--- src/rtl/mmb_pkg.sv ---
// shared types, constants and address decode for the memory map bus
package mmb_pkg;

    localparam int ROM_AW  = 15;
    localparam int EXT_AW  = 13;
    localparam int MAIN_AW = 15;
    localparam int CNT_W   = 15;

    localparam int DMA_LENGTH = 160;

    localparam logic [1:0] OP_READ  = 2'd0;
    localparam logic [1:0] OP_WRITE = 2'd1;
    localparam logic [1:0] OP_LOAD  = 2'd2;

    localparam logic [15:0] ADDR_EXT_LO  = 16'hA000;
    localparam logic [15:0] ADDR_EXT_HI  = 16'hBFFF;
    localparam logic [15:0] ADDR_ECHO_LO = 16'hE000;
    localparam logic [15:0] ADDR_ECHO_HI = 16'hFDFF;
    localparam logic [15:0] ADDR_ZERO_LO = 16'hFEA0;
    localparam logic [15:0] ADDR_ZERO_HI = 16'hFEFF;
    localparam logic [15:0] ECHO_OFFSET  = 16'h2000;

    localparam logic [15:0] ADDR_SB  = 16'hFF01;
    localparam logic [15:0] ADDR_SC  = 16'hFF02;
    localparam logic [15:0] ADDR_DIV = 16'hFF04;
    localparam logic [15:0] ADDR_TAC = 16'hFF07;
    localparam logic [15:0] ADDR_IF  = 16'hFF0F;
    localparam logic [15:0] ADDR_DMA = 16'hFF46;
    localparam logic [15:0] ADDR_IE  = 16'hFFFF;

    localparam logic [7:0] SERIAL_START = 8'h81;
    localparam logic [7:0] TAC_MASK     = 8'b0000_0111;

    // main ram index of FE00
    localparam logic [MAIN_AW-1:0] OAM_BASE = 15'h7E00;

    typedef enum logic [1:0] {
        FWD_NONE = 2'd0,
        FWD_DIV  = 2'd1,
        FWD_IF   = 2'd2,
        FWD_IE   = 2'd3
    } t_fwd;

    typedef enum logic [2:0] {
        REG_ROM,
        REG_EXT,
        REG_ECHO,
        REG_ZERO,
        REG_MAIN
    } t_region;

    typedef struct packed {
        logic              we;
        logic [ROM_AW-1:0] waddr;
        logic [7:0]        wdata;
        logic [ROM_AW-1:0] raddr;
    } t_rom_port;

    typedef struct packed {
        logic              we;
        logic [EXT_AW-1:0] waddr;
        logic [7:0]        wdata;
        logic [EXT_AW-1:0] raddr;
    } t_ext_port;

    typedef struct packed {
        logic               we;
        logic [MAIN_AW-1:0] waddr;
        logic [7:0]         wdata;
        logic [MAIN_AW-1:0] raddr;
    } t_main_port;

    function automatic t_region addr_region(input logic [15:0] a);
        if (!a[15]) begin
            return REG_ROM;
        end else if (a >= ADDR_EXT_LO && a <= ADDR_EXT_HI) begin
            return REG_EXT;
        end else if (a >= ADDR_ECHO_LO && a <= ADDR_ECHO_HI) begin
            return REG_ECHO;
        end else if (a >= ADDR_ZERO_LO && a <= ADDR_ZERO_HI) begin
            return REG_ZERO;
        end else begin
            return REG_MAIN;
        end
    endfunction

    // echo folds down by 2000, main ram is addressed by the low bits
    function automatic logic [MAIN_AW-1:0] main_index(input logic [15:0] a);
        logic [15:0] m;
        m = (addr_region(a) == REG_ECHO) ? a - ECHO_OFFSET : a;
        return m[MAIN_AW-1:0];
    endfunction

endpackage

--- src/rtl/mmb_seq.sv ---
// access sequencer: clearing pass, bus decode, oam dma copy and result register
module mmb_seq (
    input  logic                      i_clk,
    input  logic                      i_rst_n,
    input  logic                      i_in_valid,
    output logic                      o_in_stall,
    input  logic [1:0]                i_op,
    input  logic [15:0]               i_addr,
    input  logic [7:0]                i_wdata,
    output logic                      o_out_valid,
    input  logic                      i_out_stall,
    output logic [7:0]                o_rdata,
    output logic                      o_serial_valid,
    output logic [7:0]                o_serial_char,
    output logic [1:0]                o_fwd_target,
    output logic [7:0]                o_fwd_value,
    output mmb_pkg::t_rom_port        o_rom,
    output mmb_pkg::t_ext_port        o_ext,
    output mmb_pkg::t_main_port       o_main,
    input  logic [7:0]                i_rom_q,
    input  logic [7:0]                i_ext_q,
    input  logic [7:0]                i_main_q
);
    import mmb_pkg::*;

    typedef enum logic [2:0] {
        S_CLEAR,
        S_IDLE,
        S_EXEC,
        S_DMA_RD,
        S_DMA_WR,
        S_RESP
    } t_state;

    t_state           r_state;
    logic [CNT_W-1:0] r_cnt;
    logic [1:0]       r_op;
    logic [15:0]      r_addr;
    logic [7:0]       r_wdata;
    logic             r_out_valid;
    logic [7:0]       r_out_rdata;
    logic             r_out_serial_valid;
    logic [7:0]       r_out_serial_char;
    t_fwd             r_out_fwd_target;
    logic [7:0]       r_out_fwd_value;

    logic        is_write;
    logic        is_serial;
    logic        in_dma;
    logic [15:0] rd_a;
    t_region     rd_region;
    logic [7:0]  rd_sel;
    t_fwd        fwd;
    logic        main_special;
    logic        out_free;

    assign is_write  = (r_op == OP_WRITE);
    assign is_serial = is_write && r_addr == ADDR_SC && r_wdata == SERIAL_START;
    assign in_dma    = (r_state == S_DMA_RD) || (r_state == S_DMA_WR);
    assign out_free  = !r_out_valid || !i_out_stall;

    always_comb begin
        if (in_dma) begin
            rd_a = {r_wdata, r_cnt[7:0]};
        end else if (is_serial) begin
            rd_a = ADDR_SB;
        end else begin
            rd_a = r_addr;
        end
        rd_region = addr_region(rd_a);
        case (rd_region)
            REG_ROM:  rd_sel = i_rom_q;
            REG_EXT:  rd_sel = i_ext_q;
            REG_ZERO: rd_sel = 8'h00;
            default:  rd_sel = i_main_q;
        endcase
    end

    always_comb begin
        fwd = FWD_NONE;
        if (is_write) begin
            unique case (r_addr)
                ADDR_DIV: fwd = FWD_DIV;
                ADDR_IF:  fwd = FWD_IF;
                ADDR_IE:  fwd = FWD_IE;
                default:  fwd = FWD_NONE;
            endcase
        end
        main_special = is_serial || fwd != FWD_NONE || r_addr == ADDR_DMA;
    end

    // memory ports
    always_comb begin
        o_rom.we     = 1'b0;
        o_rom.waddr  = r_addr[ROM_AW-1:0];
        o_rom.wdata  = r_wdata;
        o_rom.raddr  = rd_a[ROM_AW-1:0];
        o_ext.we     = 1'b0;
        o_ext.waddr  = r_addr[EXT_AW-1:0];
        o_ext.wdata  = r_wdata;
        o_ext.raddr  = rd_a[EXT_AW-1:0];
        o_main.we    = 1'b0;
        o_main.waddr = main_index(r_addr);
        o_main.wdata = r_wdata;
        o_main.raddr = main_index(rd_a);
        case (r_state)
            S_CLEAR: begin
                o_main.we    = 1'b1;
                o_main.waddr = r_cnt[MAIN_AW-1:0];
                o_main.wdata = 8'h00;
                o_ext.we     = 1'b1;
                o_ext.waddr  = r_cnt[EXT_AW-1:0];
                o_ext.wdata  = 8'h00;
            end
            S_EXEC: begin
                if (r_op == OP_LOAD) begin
                    o_rom.we = !r_addr[15];
                end else if (is_write) begin
                    case (addr_region(r_addr))
                        REG_EXT:  o_ext.we = 1'b1;
                        REG_ECHO: o_main.we = 1'b1;
                        REG_MAIN: begin
                            o_main.we = !main_special;
                            if (r_addr == ADDR_TAC) begin
                                o_main.wdata = r_wdata & TAC_MASK;
                            end
                        end
                        default: ;
                    endcase
                end
            end
            S_DMA_WR: begin
                o_main.we    = 1'b1;
                o_main.waddr = OAM_BASE + MAIN_AW'(r_cnt[7:0]);
                o_main.wdata = rd_sel;
            end
            default: ;
        endcase
    end

    always_ff @(posedge i_clk) begin
        if (!i_rst_n) begin
            r_state     <= S_CLEAR;
            r_cnt       <= '0;
            r_out_valid <= 1'b0;
        end else begin
            // the response step sets valid itself when it loads a new result
            if (r_out_valid && !i_out_stall && r_state != S_RESP) begin
                r_out_valid <= 1'b0;
            end
            unique case (r_state)
                S_CLEAR: begin
                    r_cnt <= r_cnt + 1'b1;
                    if (r_cnt == '1) begin
                        r_state <= S_IDLE;
                    end
                end
                S_IDLE: begin
                    if (i_in_valid) begin
                        r_op    <= i_op;
                        r_addr  <= i_addr;
                        r_wdata <= i_wdata;
                        r_state <= S_EXEC;
                    end
                end
                S_EXEC: begin
                    r_cnt <= '0;
                    if (is_write && r_addr == ADDR_DMA) begin
                        r_state <= S_DMA_RD;
                    end else begin
                        r_state <= S_RESP;
                    end
                end
                S_DMA_RD: begin
                    r_state <= S_DMA_WR;
                end
                S_DMA_WR: begin
                    if (r_cnt == CNT_W'(DMA_LENGTH - 1)) begin
                        r_cnt   <= '0;
                        r_state <= S_RESP;
                    end else begin
                        r_cnt   <= r_cnt + 1'b1;
                        r_state <= S_DMA_RD;
                    end
                end
                S_RESP: begin
                    if (out_free) begin
                        r_out_valid        <= 1'b1;
                        r_out_rdata        <= (r_op == OP_READ) ? rd_sel : 8'h00;
                        r_out_serial_valid <= is_serial;
                        r_out_serial_char  <= is_serial ? rd_sel : 8'h00;
                        r_out_fwd_target   <= fwd;
                        r_out_fwd_value    <= (fwd != FWD_NONE) ? r_wdata : 8'h00;
                        r_state            <= S_IDLE;
                    end
                end
                default: r_state <= S_IDLE;
            endcase
        end
    end

    assign o_in_stall     = (r_state != S_IDLE);
    assign o_out_valid    = r_out_valid;
    assign o_rdata        = r_out_rdata;
    assign o_serial_valid = r_out_serial_valid;
    assign o_serial_char  = r_out_serial_char;
    assign o_fwd_target   = r_out_fwd_target;
    assign o_fwd_value    = r_out_fwd_value;

    a_result_from_resp: assert property (@(posedge i_clk) disable iff (!i_rst_n)
        $rose(r_out_valid) |-> $past(r_state) == S_RESP)
        else $error("result appeared outside the response step");

    a_no_write_idle: assert property (@(posedge i_clk) disable iff (!i_rst_n)
        (r_state == S_IDLE) |-> !(o_main.we || o_ext.we || o_rom.we))
        else $error("memory write while idle");

    a_clear_no_result: assert property (@(posedge i_clk) disable iff (!i_rst_n)
        (r_state == S_CLEAR) |-> !r_out_valid)
        else $error("result during clearing pass");

    a_dma_bound: assert property (@(posedge i_clk) disable iff (!i_rst_n)
        in_dma |-> r_cnt < CNT_W'(DMA_LENGTH))
        else $error("dma count out of range");

    a_serial_excl: assert property (@(posedge i_clk) disable iff (!i_rst_n)
        r_out_valid && r_out_serial_valid |-> r_out_fwd_target == FWD_NONE)
        else $error("serial and forwarded write in one result");

endmodule

--- config.mk ---
export PLATFORM = sky130hd
export DESIGN_NAME = mmb_seq
export DESIGN_NICKNAME = d
export VERILOG_FILES = /design/src/rtl/mmb_pkg.sv /design/src/rtl/mmb_seq.sv
export SDC_FILE = /design/constraint.sdc
export NUM_CORES = 1
export LEC_CHECK = 0
export BUFFER_PORTS_ARGS = -buffer_cell sky130_fd_sc_hd__buf_2
export CAP_MARGIN = 15
export CORE_ASPECT_RATIO = 0.6
export CORE_MARGIN = 2
export CORE_UTILIZATION = 50
export CTS_CLUSTER_DIAMETER = 100
export DETAILED_ROUTE_END_ITERATION = 10
export PLACE_DENSITY_LB_ADDON = 0.12
export SLEW_MARGIN = 20
export SYNTH_ARGS = -nofsm -noshare
export SYNTH_HDL_FRONTEND = slang
export SYNTH_SLANG_ARGS = --single-unit
--- constraint.sdc ---
create_clock -name i_clk -period 3.49 [get_ports i_clk]
set_input_delay 0.349 -clock i_clk [delete_from_list [all_inputs] [get_ports i_clk]]
set_output_delay 0.349 -clock i_clk [all_outputs]
set_load 0.01 [all_outputs]
==> flow_results.xml, run 1 <==
<?xml version="1.0" encoding="UTF-8"?>
<metrics>
  <group name="outcome">
    <metric name="outcome" unit="">complete, no violations</metric>
  </group>
  <group name="timing">
    <metric name="setup_violations" unit="">0</metric>
    <metric name="timing.final.hold_violations" unit="">0</metric>
    <metric name="worst_slack" unit="ps">150</metric>
    <metric name="actual_slew_at_the_worst_max_slew_pin" unit="ps">906</metric>
    <metric name="timing.clock.skew" unit="ps">6.36</metric>
    <metric name="finalCriticalPeriod" unit="ps">3340</metric>
    <metric name="timing.final.max_slew_violations" unit="">0</metric>
    <metric name="fmaxAchievable" unit="GHz">0.299</metric>
    <metric name="max-slew-margin-rel" unit="%">39.4</metric>
    <metric name="fin_crit_sh" unit="%">95.7</metric>
  </group>
  <group name="min_path">
    <metric name="holdCritPathClass" unit="">input port to flop</metric>
  </group>
  <group name="finish">
    <metric name="fillCellCount" unit="">856</metric>
    <metric name="antenna_cells" unit="">0</metric>
    <metric name="finalNetCount" unit="">772</metric>
    <metric name="layout-area-overhead-vs-synth" unit="%">24.4</metric>
    <metric name="final_layout_size_suffix_gt1_share" unit="%">36.3</metric>
    <metric name="leading_cell_types_in_the_layout_fill_and_taps_excluded" unit="">sky130_fd_sc_hd__buf_2 (196), sky130_fd_sc_hd__nand2_1 (89), sky130_fd_sc_hd__edfxtp_1 (53)</metric>
    <metric name="layout.cells.non_filler" unit="">855</metric>
    <metric name="layout.cells.most_common" unit="">sky130_fd_sc_hd__buf_2</metric>
  </group>
  <group name="global_routing">
    <metric name="gr-usage-all-layers" unit="%">32.1</metric>
    <metric name="grt_pass1_wl" unit="mm">26.2</metric>
    <metric name="grt-ovfl-total" unit="">0</metric>
    <metric name="antenna_found_initial" unit="">0</metric>
    <metric name="maximum_number_of_pins_on_one_net_before_global_route_repair" unit="">28</metric>
    <metric name="grt_pass1_vias" unit="">4656</metric>
  </group>
  <group name="routing">
    <metric name="dr.first_iter.drc_count" unit="">765</metric>
    <metric name="drc_errors" unit="">0</metric>
    <metric name="post_drt_wl_per_cell" unit="um">20.4</metric>
    <metric name="routed-via-count" unit="">5304</metric>
    <metric name="firstDrtPassIters" unit="">7</metric>
    <metric name="drtAntennaViolNets" unit="">0</metric>
    <metric name="route.final.wire_length" unit="mm">17.5</metric>
    <metric name="viasPerCell" unit="">6.20</metric>
  </group>
  <group name="power">
    <metric name="power_density_relative_to_cell_area" unit="nW/um2">308</metric>
    <metric name="max-vdd-ir-drop" unit="mV">0.290</metric>
    <metric name="power.static_leakage" unit="nW">2.73</metric>
  </group>
  <group name="worst_setup_path">
    <metric name="critPathMaxFanout" unit="">13</metric>
    <metric name="startpoint_type" unit="">flop</metric>
    <metric name="timing.setup.critical_path_class" unit="">flop to output port</metric>
    <metric name="data_arrival_at_the_endpoint_of_the_critical_path" unit="ps">2990</metric>
    <metric name="crit_path_end_kind" unit="">output port</metric>
    <metric name="worstPathRequired" unit="ps">3140</metric>
  </group>
  <group name="clock_network">
    <metric name="clock_tree.root_cell" unit="">sky130_fd_sc_hd__clkbuf_16</metric>
    <metric name="clkSlewWorstSetupHoldPaths" unit="ps">60</metric>
    <metric name="cts_htree_levels" unit="">3</metric>
    <metric name="cts_buffer_depth" unit="">2</metric>
    <metric name="cts_tree" unit="">yes</metric>
    <metric name="insertion_delay" unit="ps">340</metric>
    <metric name="clkSinkCount" unit="">72</metric>
    <metric name="cts_hold_fix_bufs" unit="">0</metric>
    <metric name="cts-buffers-inserted" unit="">9</metric>
  </group>
  <group name="synthesis">
    <metric name="netlist_area" unit="um2">4960</metric>
    <metric name="post_synth_inst_count" unit="">562</metric>
    <metric name="seq_area_frac_synth" unit="%">39.7</metric>
    <metric name="ys.flop_type" unit="">sky130_fd_sc_hd__edfxtp_1</metric>
    <metric name="yosys_warnings" unit="">0</metric>
    <metric name="synth-async-reset-ratio" unit="%">0</metric>
    <metric name="synth_enable_flop_cells" unit="">53</metric>
    <metric name="ys_ff_latch" unit="">72</metric>
    <metric name="synth.net_count" unit="">619</metric>
    <metric name="synth.avg_cell_area" unit="um2">8.83</metric>
    <metric name="synth.lib_cells_used.distinct" unit="">66</metric>
  </group>
  <group name="placement">
    <metric name="gp_congestion" unit="">0.981</metric>
    <metric name="post-place-cells" unit="">837</metric>
    <metric name="post-dp-hpwl" unit="mm">13.2</metric>
    <metric name="dpl_worst_slack" unit="ps">198</metric>
    <metric name="port_buffers" unit="">195</metric>
  </group>
  <group name="floorplan">
    <metric name="coreArea" unit="um2">9740</metric>
    <metric name="floorplan.rows" unit="">28</metric>
    <metric name="initial_core_util" unit="%">50.9</metric>
    <metric name="die_height" unit="um">81.2</metric>
    <metric name="top_level_i_o_count" unit="">196</metric>
    <metric name="die_w" unit="um">133</metric>
    <metric name="die_footprint" unit="um2">10800</metric>
  </group>
  <group name="job">
    <metric name="cap_viol_max_count" unit="">0</metric>
  </group>
</metrics>
==> critical path: stages (launching register included) <==
cell,delay [ps]
sky130_fd_sc_hd__dfxtp_2,480
sky130_fd_sc_hd__and2b_2,280
sky130_fd_sc_hd__a22o_1,170
sky130_fd_sc_hd__a2bb2oi_2,90
sky130_fd_sc_hd__inv_1,190
sky130_fd_sc_hd__ha_1,190
sky130_fd_sc_hd__inv_1,50
sky130_fd_sc_hd__a221oi_2,180
sky130_fd_sc_hd__nand4b_1,210
sky130_fd_sc_hd__o21ai_2,220
sky130_fd_sc_hd__a21oi_4,120
sky130_fd_sc_hd__a221o_1,310
sky130_fd_sc_hd__buf_2,140
==> metrics by stage <==
stage	TNS, ps	power (W)	util [%]	cell area (um2)	hold WS (ps)
2_1_floorplan	0	0.000962	-	4960	448
3_3_place_gp	0	0.00101	59.8	5830	519
3_5_place_dp	0	0.00101	59.8	5830	527
4_1_cts	0	0.00191	63.0	6130	176
5_1_grt	-67.9	0.00195	63.3	6170	171
6_report	0	0.00190	63.3	6170	180
==> Yosys cell counts, drive strengths merged (6+ instances only) <==
master / number / share of area [%]
nand2: 90 / 7.0
a221o: 8 / 1.6
nor4: 6 / 0.76
and2: 28 / 3.5
a21oi: 28 / 3.0
o21ai: 24 / 2.6
or3: 6 / 0.76
nor3: 16 / 1.6
edfxtp: 53 / 32
o21a: 8 / 1.2
buf: 54 / 7.6
o22ai: 8 / 1.3
a22o: 19 / 3.4
dfxtp: 19 / 7.7
nand3: 12 / 1.2
and3: 6 / 0.76
a22oi: 6 / 0.91
nand4: 10 / 1.4
clkbuf: 28 / 2.1
a41o: 8 / 1.6
inv: 11 / 0.83
xor2: 7 / 1.2
a221oi: 9 / 1.7
nor2: 32 / 2.4
==> area by class of cell <==
cell class | instances | area [um2] | area share (%)
clock inverter | 5 | 58.8 | 0.953
tap | 135 | 169 | 2.74
inverter | 11 | 41.3 | 0.669
multi-input combinational | 397 | 2500 | 40.5
sequential | 72 | 1970 | 32.0
timing repair buffer | 224 | 1190 | 19.4
clock buffer | 11 | 233 | 3.77
==> routing by layer <==
layer / global-route usage (%) / wire length [um] / vias to the layer above
met5: 4.63 / 0 / -
met4: 7.96 / 302 / 0
met3: 12.2 / 2550 / 44
met2: 42.6 / 6770 / 413
met1: 47.8 / 7840 / 2510
li1: - / - / 2337
==> state kept, by name, summed over array words and instances (netlist names), 2 cells and up <==
name and cells:
r_op 2, o_fwd_value 8, r_addr 16, r_cnt 15, r_state 3, r_wdata 8, o_fwd_target 2, o_rdata 8
o_serial_char 8
==> where the power goes <==
group	total, W	switching [W]	internal, W
clock network	0.000910	0.000357	0.000553
logic	0.0000688	0.0000325	0.0000363
registers	0.000924	0.00000842	0.000915
total	0.00190	0.000398	0.00150
==> repair_timing <==
action / CTS / global route
hold endpoints to repair: 0 / 0
resized for setup: 3 / 7
endpoints found under the setup margin: 8 / 9
buffers inserted: 0 / 1
cloned: 0 / 1
==> kinds of logic after synthesis <==
kind of cell / count (synthesis) / share of synthesized area (%)
muxes: 7 / 1.51
xor gates and xnor gates: 10 / 1.77
AOI/OAI and AO/OA: 142 / 21.5
and+or+nand+nor: 235 / 24.1
DFF: 72 / 39.7
buffers and inverters: 93 / 10.6
adders and majority gates: 3 / 0.757
==> path summary, 6_finish.rpt <==
check | startpoint | endpoint | slack, ps | cells after the start
min reg2reg | r_cnt[13] | r_cnt[13] | 560 | 2
max reg2reg | r_state[0] | o_rdata[4] | 390 | 12
min | i_wdata[5] | r_wdata[5] | 180 | 1
max | r_state[0] | o_main[22] | 150 | 12
(Power assumes the default switching activity.)
==> run 2, diff against run 1 <==
--- a/config.mk
+++ b/config.mk
@@ -5,11 +5,12 @@
 export SDC_FILE = /design/constraint.sdc
 export NUM_CORES = 1
 export LEC_CHECK = 0
+export ABC_AREA = 1
 export BUFFER_PORTS_ARGS = -buffer_cell sky130_fd_sc_hd__buf_2
 export CAP_MARGIN = 15
 export CORE_ASPECT_RATIO = 0.6
 export CORE_MARGIN = 2
-export CORE_UTILIZATION = 50
+export CORE_UTILIZATION = 48
 export CTS_CLUSTER_DIAMETER = 100
 export DETAILED_ROUTE_END_ITERATION = 10
 export PLACE_DENSITY_LB_ADDON = 0.12
==> run 2 against run 1 <==
Effect of this change: routed wire length decreased by 17%; synthesized area decreased by 10%; critical path depth grew 1; register-to-register slack improved by 590 ps; setup slack gained 230 ps; synthesized cell count up 2.5%; final area decreased by 11%; non-clock buffer count is 24 lower; via count decreased by 13%; clock skew barely moved; maximum frequency grew 7.2%; critical path type unchanged; critical endpoint is now o_main[13].
==> flow_results.xml, run 2 <==
<?xml version="1.0" encoding="UTF-8"?>
<metrics>
  <group name="global_routing">
    <metric name="grt_pass1_vias" unit="">4064</metric>
    <metric name="grt_pass1_wl" unit="mm">21.8</metric>
    <metric name="maximum_number_of_pins_on_one_net_before_global_route_repair" unit="">38</metric>
    <metric name="antenna_found_initial" unit="">0</metric>
    <metric name="grt_util_met1" unit="%">42.4</metric>
    <metric name="top_usage_layer" unit="">met1</metric>
    <metric name="grt-ovfl-total" unit="">0</metric>
    <metric name="grtUsageMet3" unit="%">8.18</metric>
    <metric name="gr-usage-all-layers" unit="%">28.8</metric>
    <metric name="grt.met2_usage" unit="%">41.1</metric>
  </group>
  <group name="synthesis">
    <metric name="synth.largest_area_cell" unit="">sky130_fd_sc_hd__edfxtp_1</metric>
    <metric name="ys_top_cells_by_area" unit="">sky130_fd_sc_hd__edfxtp_1 (36%), sky130_fd_sc_hd__nand2_1 (9.6%), sky130_fd_sc_hd__dfxtp_1 (8.5%), sky130_fd_sc_hd__buf_4 (6.9%), sky130_fd_sc_hd__inv_1 (6.9%)</metric>
    <metric name="synth.net_count" unit="">633</metric>
    <metric name="synth_adder_area_share" unit="%">0.844</metric>
    <metric name="ys_ff_latch" unit="">72</metric>
    <metric name="synth.most_common_cell" unit="">sky130_fd_sc_hd__nand2_1</metric>
    <metric name="synth_enable_flop_cells" unit="">53</metric>
    <metric name="synth.mux.area_fraction" unit="%">0</metric>
    <metric name="most_instantiated_cells_after_synthesis" unit="">sky130_fd_sc_hd__nand2_1 (114), sky130_fd_sc_hd__inv_1 (82), sky130_fd_sc_hd__nor2_1 (82)</metric>
    <metric name="post_synth_inst_count" unit="">576</metric>
    <metric name="synth_top_cell_area_share" unit="%">35.8</metric>
    <metric name="simple_gate_fraction_of_synth_area" unit="%">27.2</metric>
    <metric name="synth.avg_cell_area" unit="um2">7.72</metric>
    <metric name="seq_area_frac_synth" unit="%">44.3</metric>
    <metric name="combinational_family_with_the_most_area_after_synthesis" unit="">simple AND/OR/NAND/NOR gates</metric>
    <metric name="yosys_warnings" unit="">0</metric>
    <metric name="netlist_area" unit="um2">4450</metric>
    <metric name="synth.lib_cells_used.distinct" unit="">42</metric>
    <metric name="ys.flop_type" unit="">sky130_fd_sc_hd__edfxtp_1</metric>
    <metric name="synth-async-reset-ratio" unit="%">0</metric>
    <metric name="synth-compound-area-share" unit="%">11.3</metric>
    <metric name="post_synthesis_xor_xnor_area_fraction" unit="%">0.394</metric>
  </group>
  <group name="floorplan">
    <metric name="initial_core_util" unit="%">49.0</metric>
    <metric name="top_level_i_o_count" unit="">196</metric>
    <metric name="coreArea" unit="um2">9090</metric>
    <metric name="floorplan.rows" unit="">27</metric>
    <metric name="die_footprint" unit="um2">10100</metric>
    <metric name="die_height" unit="um">78.6</metric>
    <metric name="die_w" unit="um">128</metric>
  </group>
  <group name="clock_network">
    <metric name="cts_buffer_depth" unit="">2</metric>
    <metric name="cts_repair_resize_count" unit="">0</metric>
    <metric name="clkSinkCount" unit="">72</metric>
    <metric name="cts_htree_levels" unit="">3</metric>
    <metric name="cts_tree" unit="">yes</metric>
    <metric name="insertion_delay" unit="ps">340</metric>
    <metric name="cts_hold_fix_bufs" unit="">0</metric>
    <metric name="clock_tree.root_cell" unit="">sky130_fd_sc_hd__clkbuf_16</metric>
    <metric name="cts-buffers-inserted" unit="">9</metric>
    <metric name="cts_post_setup_buffers_inserted" unit="">0</metric>
    <metric name="clkSlewWorstSetupHoldPaths" unit="ps">60</metric>
  </group>
  <group name="finish">
    <metric name="finalNetCount" unit="">791</metric>
    <metric name="layout.cells.most_common" unit="">sky130_fd_sc_hd__buf_2</metric>
    <metric name="layout-area-overhead-vs-synth" unit="%">24.1</metric>
    <metric name="largest_register_ff_count" unit="">16</metric>
    <metric name="registers.top_by_ff_count" unit="">r_addr</metric>
    <metric name="stdcell_area" unit="um2">5520</metric>
    <metric name="leading_cell_types_in_the_layout_fill_and_taps_excluded" unit="">sky130_fd_sc_hd__buf_2 (195), sky130_fd_sc_hd__nand2_1 (114), sky130_fd_sc_hd__inv_1 (82)</metric>
    <metric name="top_registers" unit="">r_addr: 16 flops, r_cnt: 15 flops</metric>
    <metric name="final_layout_size_suffix_gt1_share" unit="%">32.7</metric>
    <metric name="antenna_cells" unit="">0</metric>
    <metric name="fillCellCount" unit="">829</metric>
  </group>
  <group name="power">
    <metric name="power.static_leakage" unit="nW">2.66</metric>
    <metric name="power_density_relative_to_cell_area" unit="nW/um2">344</metric>
    <metric name="max-vdd-ir-drop" unit="mV">0.301</metric>
  </group>
  <group name="routing">
    <metric name="firstDrtPassIters" unit="">6</metric>
    <metric name="post_drt_wl_per_cell" unit="um">16.9</metric>
    <metric name="routed-via-count" unit="">4637</metric>
    <metric name="drc_errors" unit="">0</metric>
    <metric name="dr.first_iter.drc_count" unit="">709</metric>
    <metric name="drtAntennaViolNets" unit="">0</metric>
    <metric name="route.final.wire_length" unit="mm">14.5</metric>
    <metric name="viasPerCell" unit="">5.43</metric>
  </group>
  <group name="worst_setup_path">
    <metric name="reg2reg_setup_slack" unit="ps">980</metric>
    <metric name="critPathMaxFanout" unit="">29</metric>
    <metric name="data_arrival_at_the_endpoint_of_the_critical_path" unit="ps">2770</metric>
    <metric name="crit_path_end_kind" unit="">output port</metric>
    <metric name="regToRegEndpoint" unit="">o_rdata[6]</metric>
    <metric name="worstPathRequired" unit="ps">3140</metric>
    <metric name="critical_path.reg2reg.startpoint" unit="">r_state[2]</metric>
    <metric name="timing.setup.critical_path_class" unit="">flop to output port</metric>
    <metric name="startpoint_type" unit="">flop</metric>
    <metric name="worst_r2r_path_depth" unit="">14</metric>
  </group>
  <group name="min_path">
    <metric name="holdCritPathClass" unit="">input port to flop</metric>
    <metric name="end_point_of_the_worst_hold_path" unit="">r_addr[12]</metric>
    <metric name="min_delay_path_depth" unit="">1</metric>
    <metric name="worst_hold_startpoint" unit="">i_addr[12]</metric>
  </group>
  <group name="placement">
    <metric name="placement.cell_area" unit="um2">5240</metric>
    <metric name="post-dp-hpwl" unit="mm">11.3</metric>
    <metric name="port_buffers" unit="">195</metric>
    <metric name="gp_congestion" unit="">1.02</metric>
  </group>
  <group name="timing">
    <metric name="fmaxAchievable" unit="GHz">0.321</metric>
    <metric name="unrepaired_setup_endpoints_after_global_routing" unit="">false</metric>
    <metric name="max-slew-margin-rel" unit="%">54.9</metric>
    <metric name="timing.clock.skew" unit="ps">6.11</metric>
    <metric name="actual_slew_at_the_worst_max_slew_pin" unit="ps">674</metric>
    <metric name="finalSetupTns" unit="ps">0</metric>
    <metric name="timing.final.hold_violations" unit="">0</metric>
    <metric name="fin_crit_sh" unit="%">89.2</metric>
    <metric name="fin_hold_ws" unit="ps">180</metric>
    <metric name="timing.final.max_slew_violations" unit="">0</metric>
    <metric name="setup_violations" unit="">0</metric>
    <metric name="finalCriticalPeriod" unit="ps">3110</metric>
  </group>
  <group name="outcome">
    <metric name="outcome" unit="">complete, no violations</metric>
  </group>
  <group name="job">
    <metric name="cap_viol_max_count" unit="">0</metric>
  </group>
</metrics>
## run 2: cell families after synthesis
| family | Yosys count |
|---|---|
| and+or+nand+nor | 274 |
| buffers and inverters | 140 |
| DFF | 72 |
| AOI/OAI and AO/OA | 85 |
| adders and majority gates | 3 |
| xor gates and xnor gates | 2 |
## run 2: final cells by class
class / instances / area [um2] / area share [%]
Clock buffer: 9 / 225 / 4.08
Clock inverter: 6 / 61.3 / 1.11
Inverter: 87 / 327 / 5.91
Multi-Input combinational cell: 364 / 1780 / 32.2
Sequential cell: 72 / 1970 / 35.7
Tap cell: 116 / 145 / 2.63
Timing Repair Buffer: 200 / 1010 / 18.4
## run 2: worst max-delay path, cell delays in order, from the launching register on
cell and delay (ps):
sky130_fd_sc_hd__dfxtp_1 460, sky130_fd_sc_hd__inv_1 100, sky130_fd_sc_hd__nand3_2 120, sky130_fd_sc_hd__nand2_4 200, sky130_fd_sc_hd__o21ai_2 400, sky130_fd_sc_hd__ha_1 220
sky130_fd_sc_hd__nand3_1 70, sky130_fd_sc_hd__nor2_1 120, sky130_fd_sc_hd__nand3_1 90, sky130_fd_sc_hd__nand2_1 90, sky130_fd_sc_hd__nand2_1 80, sky130_fd_sc_hd__nor2_2 150
sky130_fd_sc_hd__xor2_1 160, sky130_fd_sc_hd__buf_2 150
## run 2: per-stage QoR
| step | setup slack [ps] | utilization [%] | power (W) | instances |
|---|---|---|---|---|
| global placement | 823 | 57.6 | 0.00101 | 839 |
| finish | 376 | 60.8 | 0.00190 | 854 |
| floorplan | 1110 | - | 0.000965 | 576 |
| CTS | 414 | 60.8 | 0.00190 | 854 |
| detailed placement | 784 | 57.6 | 0.00101 | 839 |
| global route | 168 | 60.8 | 0.00194 | 854 |
## run 2: per-layer routing
layer	up-vias	wire length (um)
li1	2166	-
met1	2098	6170
met2	350	5950
met3	23	2130
met4	0	225
met5	-	0
## run 2: worst max path at each step
| stage | start | endpoint | depth (start not counted) |
|---|---|---|---|
| after floorplan | r_state[0] | r_addr[0] | 6 |
| after global placement | r_state[2] | o_main[13] | 13 |
| after detailed placement | r_state[2] | o_main[13] | 13 |
| after CTS | r_state[2] | o_main[13] | 13 |
| after global routing | r_state[2] | o_main[13] | 12 |
| final | r_state[2] | o_main[13] | 13 |
## run 2: where the power goes
group           total, W  switching, W  internal, W
clock network   0.000905      0.000360     0.000545
registers       0.000921    0.00000564     0.000915
logic          0.0000723     0.0000351    0.0000372
==> run 3, diff against run 2 <==
--- a/config.mk
+++ b/config.mk
@@ -13,7 +13,9 @@
 export CORE_UTILIZATION = 48
 export CTS_CLUSTER_DIAMETER = 100
 export DETAILED_ROUTE_END_ITERATION = 10
+export GPL_TIMING_DRIVEN = 0
 export PLACE_DENSITY_LB_ADDON = 0.12
+export SKIP_LAST_GASP = 1
 export SLEW_MARGIN = 20
 export SYNTH_ARGS = -nofsm -noshare
 export SYNTH_HDL_FRONTEND = slang
==> run 3 against run 2 <==
Effect of this change: sequential cell count stayed put; via count is 4.0% higher; non-clock buffer count is 52 higher; setup slack worse by 140 ps; clock skew is 2.7 ps higher; global-route usage is 1.2 points higher; clock power is 2.3% lower; combinational power hardly changed; hold slack worse by 5.2 ps; core utilization is 4.3 points higher; first-iteration DRC count is 27% lower; final area is 7.1% higher; critical path type unchanged.
==> flow_results.xml, run 3 (synthesis results as in run 2) <==
<?xml version="1.0" encoding="UTF-8"?>
<metrics>
  <group name="outcome">
    <metric name="outcome" unit="">complete, no violations</metric>
  </group>
  <group name="worst_setup_path">
    <metric name="reg2reg_setup_slack" unit="ps">880</metric>
    <metric name="regToRegEndpoint" unit="">o_rdata[5]</metric>
    <metric name="worst_setup_path_startpoint" unit="">r_state[1]</metric>
    <metric name="crit_path_end_kind" unit="">output port</metric>
    <metric name="worstPathRequired" unit="ps">3140</metric>
    <metric name="data_arrival_at_the_endpoint_of_the_critical_path" unit="ps">2910</metric>
    <metric name="startpoint_type" unit="">flop</metric>
    <metric name="worst_r2r_path_depth" unit="">15</metric>
    <metric name="critical_path.reg2reg.startpoint" unit="">r_state[2]</metric>
    <metric name="critPathMaxFanout" unit="">10</metric>
    <metric name="timing.setup.critical_path_class" unit="">flop to output port</metric>
  </group>
  <group name="placement">
    <metric name="gp_congestion" unit="">0.977</metric>
    <metric name="post-dp-hpwl" unit="mm">12.1</metric>
    <metric name="port_buffers" unit="">195</metric>
  </group>
  <group name="finish">
    <metric name="largest_register_ff_count" unit="">16</metric>
    <metric name="layout-area-overhead-vs-synth" unit="%">33.0</metric>
    <metric name="top_registers" unit="">r_addr: 16 flops, r_cnt: 15 flops</metric>
    <metric name="antenna_cells" unit="">0</metric>
    <metric name="registers.top_by_ff_count" unit="">r_addr</metric>
    <metric name="final_layout_size_suffix_gt1_share" unit="%">36.4</metric>
    <metric name="final_core_utilization" unit="%">65.1</metric>
    <metric name="finalNetCount" unit="">843</metric>
    <metric name="layout.cells.most_common" unit="">sky130_fd_sc_hd__buf_2</metric>
    <metric name="leading_cell_types_in_the_layout_fill_and_taps_excluded" unit="">sky130_fd_sc_hd__buf_2 (195), sky130_fd_sc_hd__nand2_1 (114), sky130_fd_sc_hd__inv_1 (82)</metric>
  </group>
  <group name="timing">
    <metric name="unrepaired_setup_endpoints_after_global_routing" unit="">false</metric>
    <metric name="actual_slew_at_the_worst_max_slew_pin" unit="ps">741</metric>
    <metric name="finalSetupTns" unit="ps">0</metric>
    <metric name="timing.clock.skew" unit="ps">8.82</metric>
    <metric name="finalCriticalPeriod" unit="ps">3260</metric>
    <metric name="setup_violations" unit="">0</metric>
    <metric name="fin_crit_sh" unit="%">93.4</metric>
    <metric name="fmaxAchievable" unit="GHz">0.307</metric>
    <metric name="timing.final.hold_violations" unit="">0</metric>
    <metric name="timing.final.max_slew_violations" unit="">0</metric>
    <metric name="max-slew-margin-rel" unit="%">50.4</metric>
  </group>
  <group name="min_path">
    <metric name="end_point_of_the_worst_hold_path" unit="">r_addr[8]</metric>
    <metric name="worst_hold_startpoint" unit="">i_addr[8]</metric>
    <metric name="holdCritPathClass" unit="">input port to flop</metric>
    <metric name="min_delay_path_depth" unit="">1</metric>
  </group>
  <group name="job">
    <metric name="cap_viol_max_count" unit="">0</metric>
  </group>
  <group name="power">
    <metric name="power_density_relative_to_cell_area" unit="nW/um2">317</metric>
    <metric name="switching_power" unit="W">0.000430</metric>
    <metric name="power.internal" unit="W">0.00145</metric>
    <metric name="power_frac_comb" unit="%">3.8</metric>
    <metric name="p_sw_share" unit="%">22.9</metric>
    <metric name="power.total" unit="W">0.00188</metric>
    <metric name="power.static_leakage" unit="nW">2.90</metric>
    <metric name="max-vdd-ir-drop" unit="mV">0.236</metric>
    <metric name="portion_of_total_power_attributed_to_the_clock_network" unit="%">47.1</metric>
    <metric name="seq_power_share" unit="%">49.1</metric>
  </group>
  <group name="clock_network">
    <metric name="cts-buffers-inserted" unit="">9</metric>
    <metric name="cts_tree" unit="">yes</metric>
    <metric name="clock_tree.root_cell" unit="">sky130_fd_sc_hd__clkbuf_16</metric>
    <metric name="cts_buffer_depth" unit="">2</metric>
    <metric name="clkSlewWorstSetupHoldPaths" unit="ps">60</metric>
    <metric name="clkSinkCount" unit="">72</metric>
    <metric name="cts_hold_fix_bufs" unit="">0</metric>
    <metric name="cts_htree_levels" unit="">3</metric>
    <metric name="insertion_delay" unit="ps">340</metric>
  </group>
  <group name="global_routing">
    <metric name="grt_pass1_vias" unit="">4284</metric>
    <metric name="gr-usage-all-layers" unit="%">30.1</metric>
    <metric name="antenna_found_initial" unit="">0</metric>
    <metric name="maximum_number_of_pins_on_one_net_before_global_route_repair" unit="">28</metric>
    <metric name="grt_pass1_wl" unit="mm">22.8</metric>
    <metric name="grt-ovfl-total" unit="">0</metric>
  </group>
  <group name="routing">
    <metric name="drtAntennaViolNets" unit="">0</metric>
    <metric name="routed-via-count" unit="">4821</metric>
    <metric name="viasPerCell" unit="">5.32</metric>
    <metric name="drc_errors" unit="">0</metric>
    <metric name="post_drt_wl_per_cell" unit="um">16.6</metric>
    <metric name="dr.first_iter.drc_count" unit="">520</metric>
    <metric name="firstDrtPassIters" unit="">5</metric>
    <metric name="route.final.wire_length" unit="mm">15.0</metric>
  </group>
  <group name="floorplan">
    <metric name="die_w" unit="um">128</metric>
    <metric name="die_footprint" unit="um2">10100</metric>
    <metric name="coreArea" unit="um2">9090</metric>
    <metric name="die_height" unit="um">78.6</metric>
    <metric name="floorplan.rows" unit="">27</metric>
    <metric name="top_level_i_o_count" unit="">196</metric>
    <metric name="initial_core_util" unit="%">49.0</metric>
  </group>
</metrics>
## run 3: cell type report
cell class,instances,area (um2)
Fill cell,802,3170
Sequential cell,72,1970
Multi-Input combinational cell,364,1790
Timing Repair Buffer,199,1020
Buffer,53,382
Inverter,87,327
Clock buffer,9,225
Tap cell,116,145
Clock inverter,7,61.3
## run 3: worst max-delay path by stage
stage	end	slack [ps]
after floorplan	r_addr[0]	1110
after global placement	o_rdata[2]	540
after detailed placement	o_main[13]	560
after CTS	o_main[13]	150
after global routing	o_main[20]	40
final	o_main[13]	230
## run 3: worst max-delay path, cell delays in order (launching register included)
cell and delay (ps):
sky130_fd_sc_hd__dfxtp_1 380, sky130_fd_sc_hd__nor2_4 270, sky130_fd_sc_hd__nand2_4 150, sky130_fd_sc_hd__nand2_4 100, sky130_fd_sc_hd__buf_6 160, sky130_fd_sc_hd__buf_8 140
sky130_fd_sc_hd__o21ai_2 110, sky130_fd_sc_hd__nor4_1 470, sky130_fd_sc_hd__nand3_1 120, sky130_fd_sc_hd__nand2_1 90, sky130_fd_sc_hd__nand2_1 80, sky130_fd_sc_hd__nor2_2 170
sky130_fd_sc_hd__xor2_1 180, sky130_fd_sc_hd__buf_2 150
## run 3: power by group through the flow
stage	logic (W)	clock network (W)	registers [W]
detailed placement	0.0000712	0	0.000939
global route	0.0000799	0.000932	0.000920
global placement	0.0000682	0	0.000939
floorplan	0.0000284	0	0.000937
finish	0.0000722	0.000884	0.000921
CTS	0.0000714	0.000895	0.000920
## run 3: stage by stage
| stage | cells | hold WS (ps) | setup slack, ps | area [um2] |
|---|---|---|---|---|
| 2_1_floorplan | 576 | 448 | 1110 | 4450 |
| 3_3_place_gp | 887 | 523 | 536 | 5570 |
| 3_5_place_dp | 888 | 527 | 564 | 5610 |
| 4_1_cts | 904 | 168 | 154 | 5890 |
| 5_1_grt | 907 | 168 | 35.8 | 5920 |
| 6_report | 907 | 175 | 232 | 5920 |
## run 3: what timing repair did
item,in CTS,in global routing
buffers inserted,0,3
resized for setup,0,2
hold endpoints to repair,0,0
setup endpoints to repair,0,10
## run 3: per-layer routing
| metal | track usage (%) | wire [um] |
|---|---|---|
| met5 | 0 | 0 |
| met4 | 7.14 | 158 |
| met3 | 8.11 | 1800 |
| met2 | 44.3 | 6420 |
| met1 | 43.9 | 6680 |
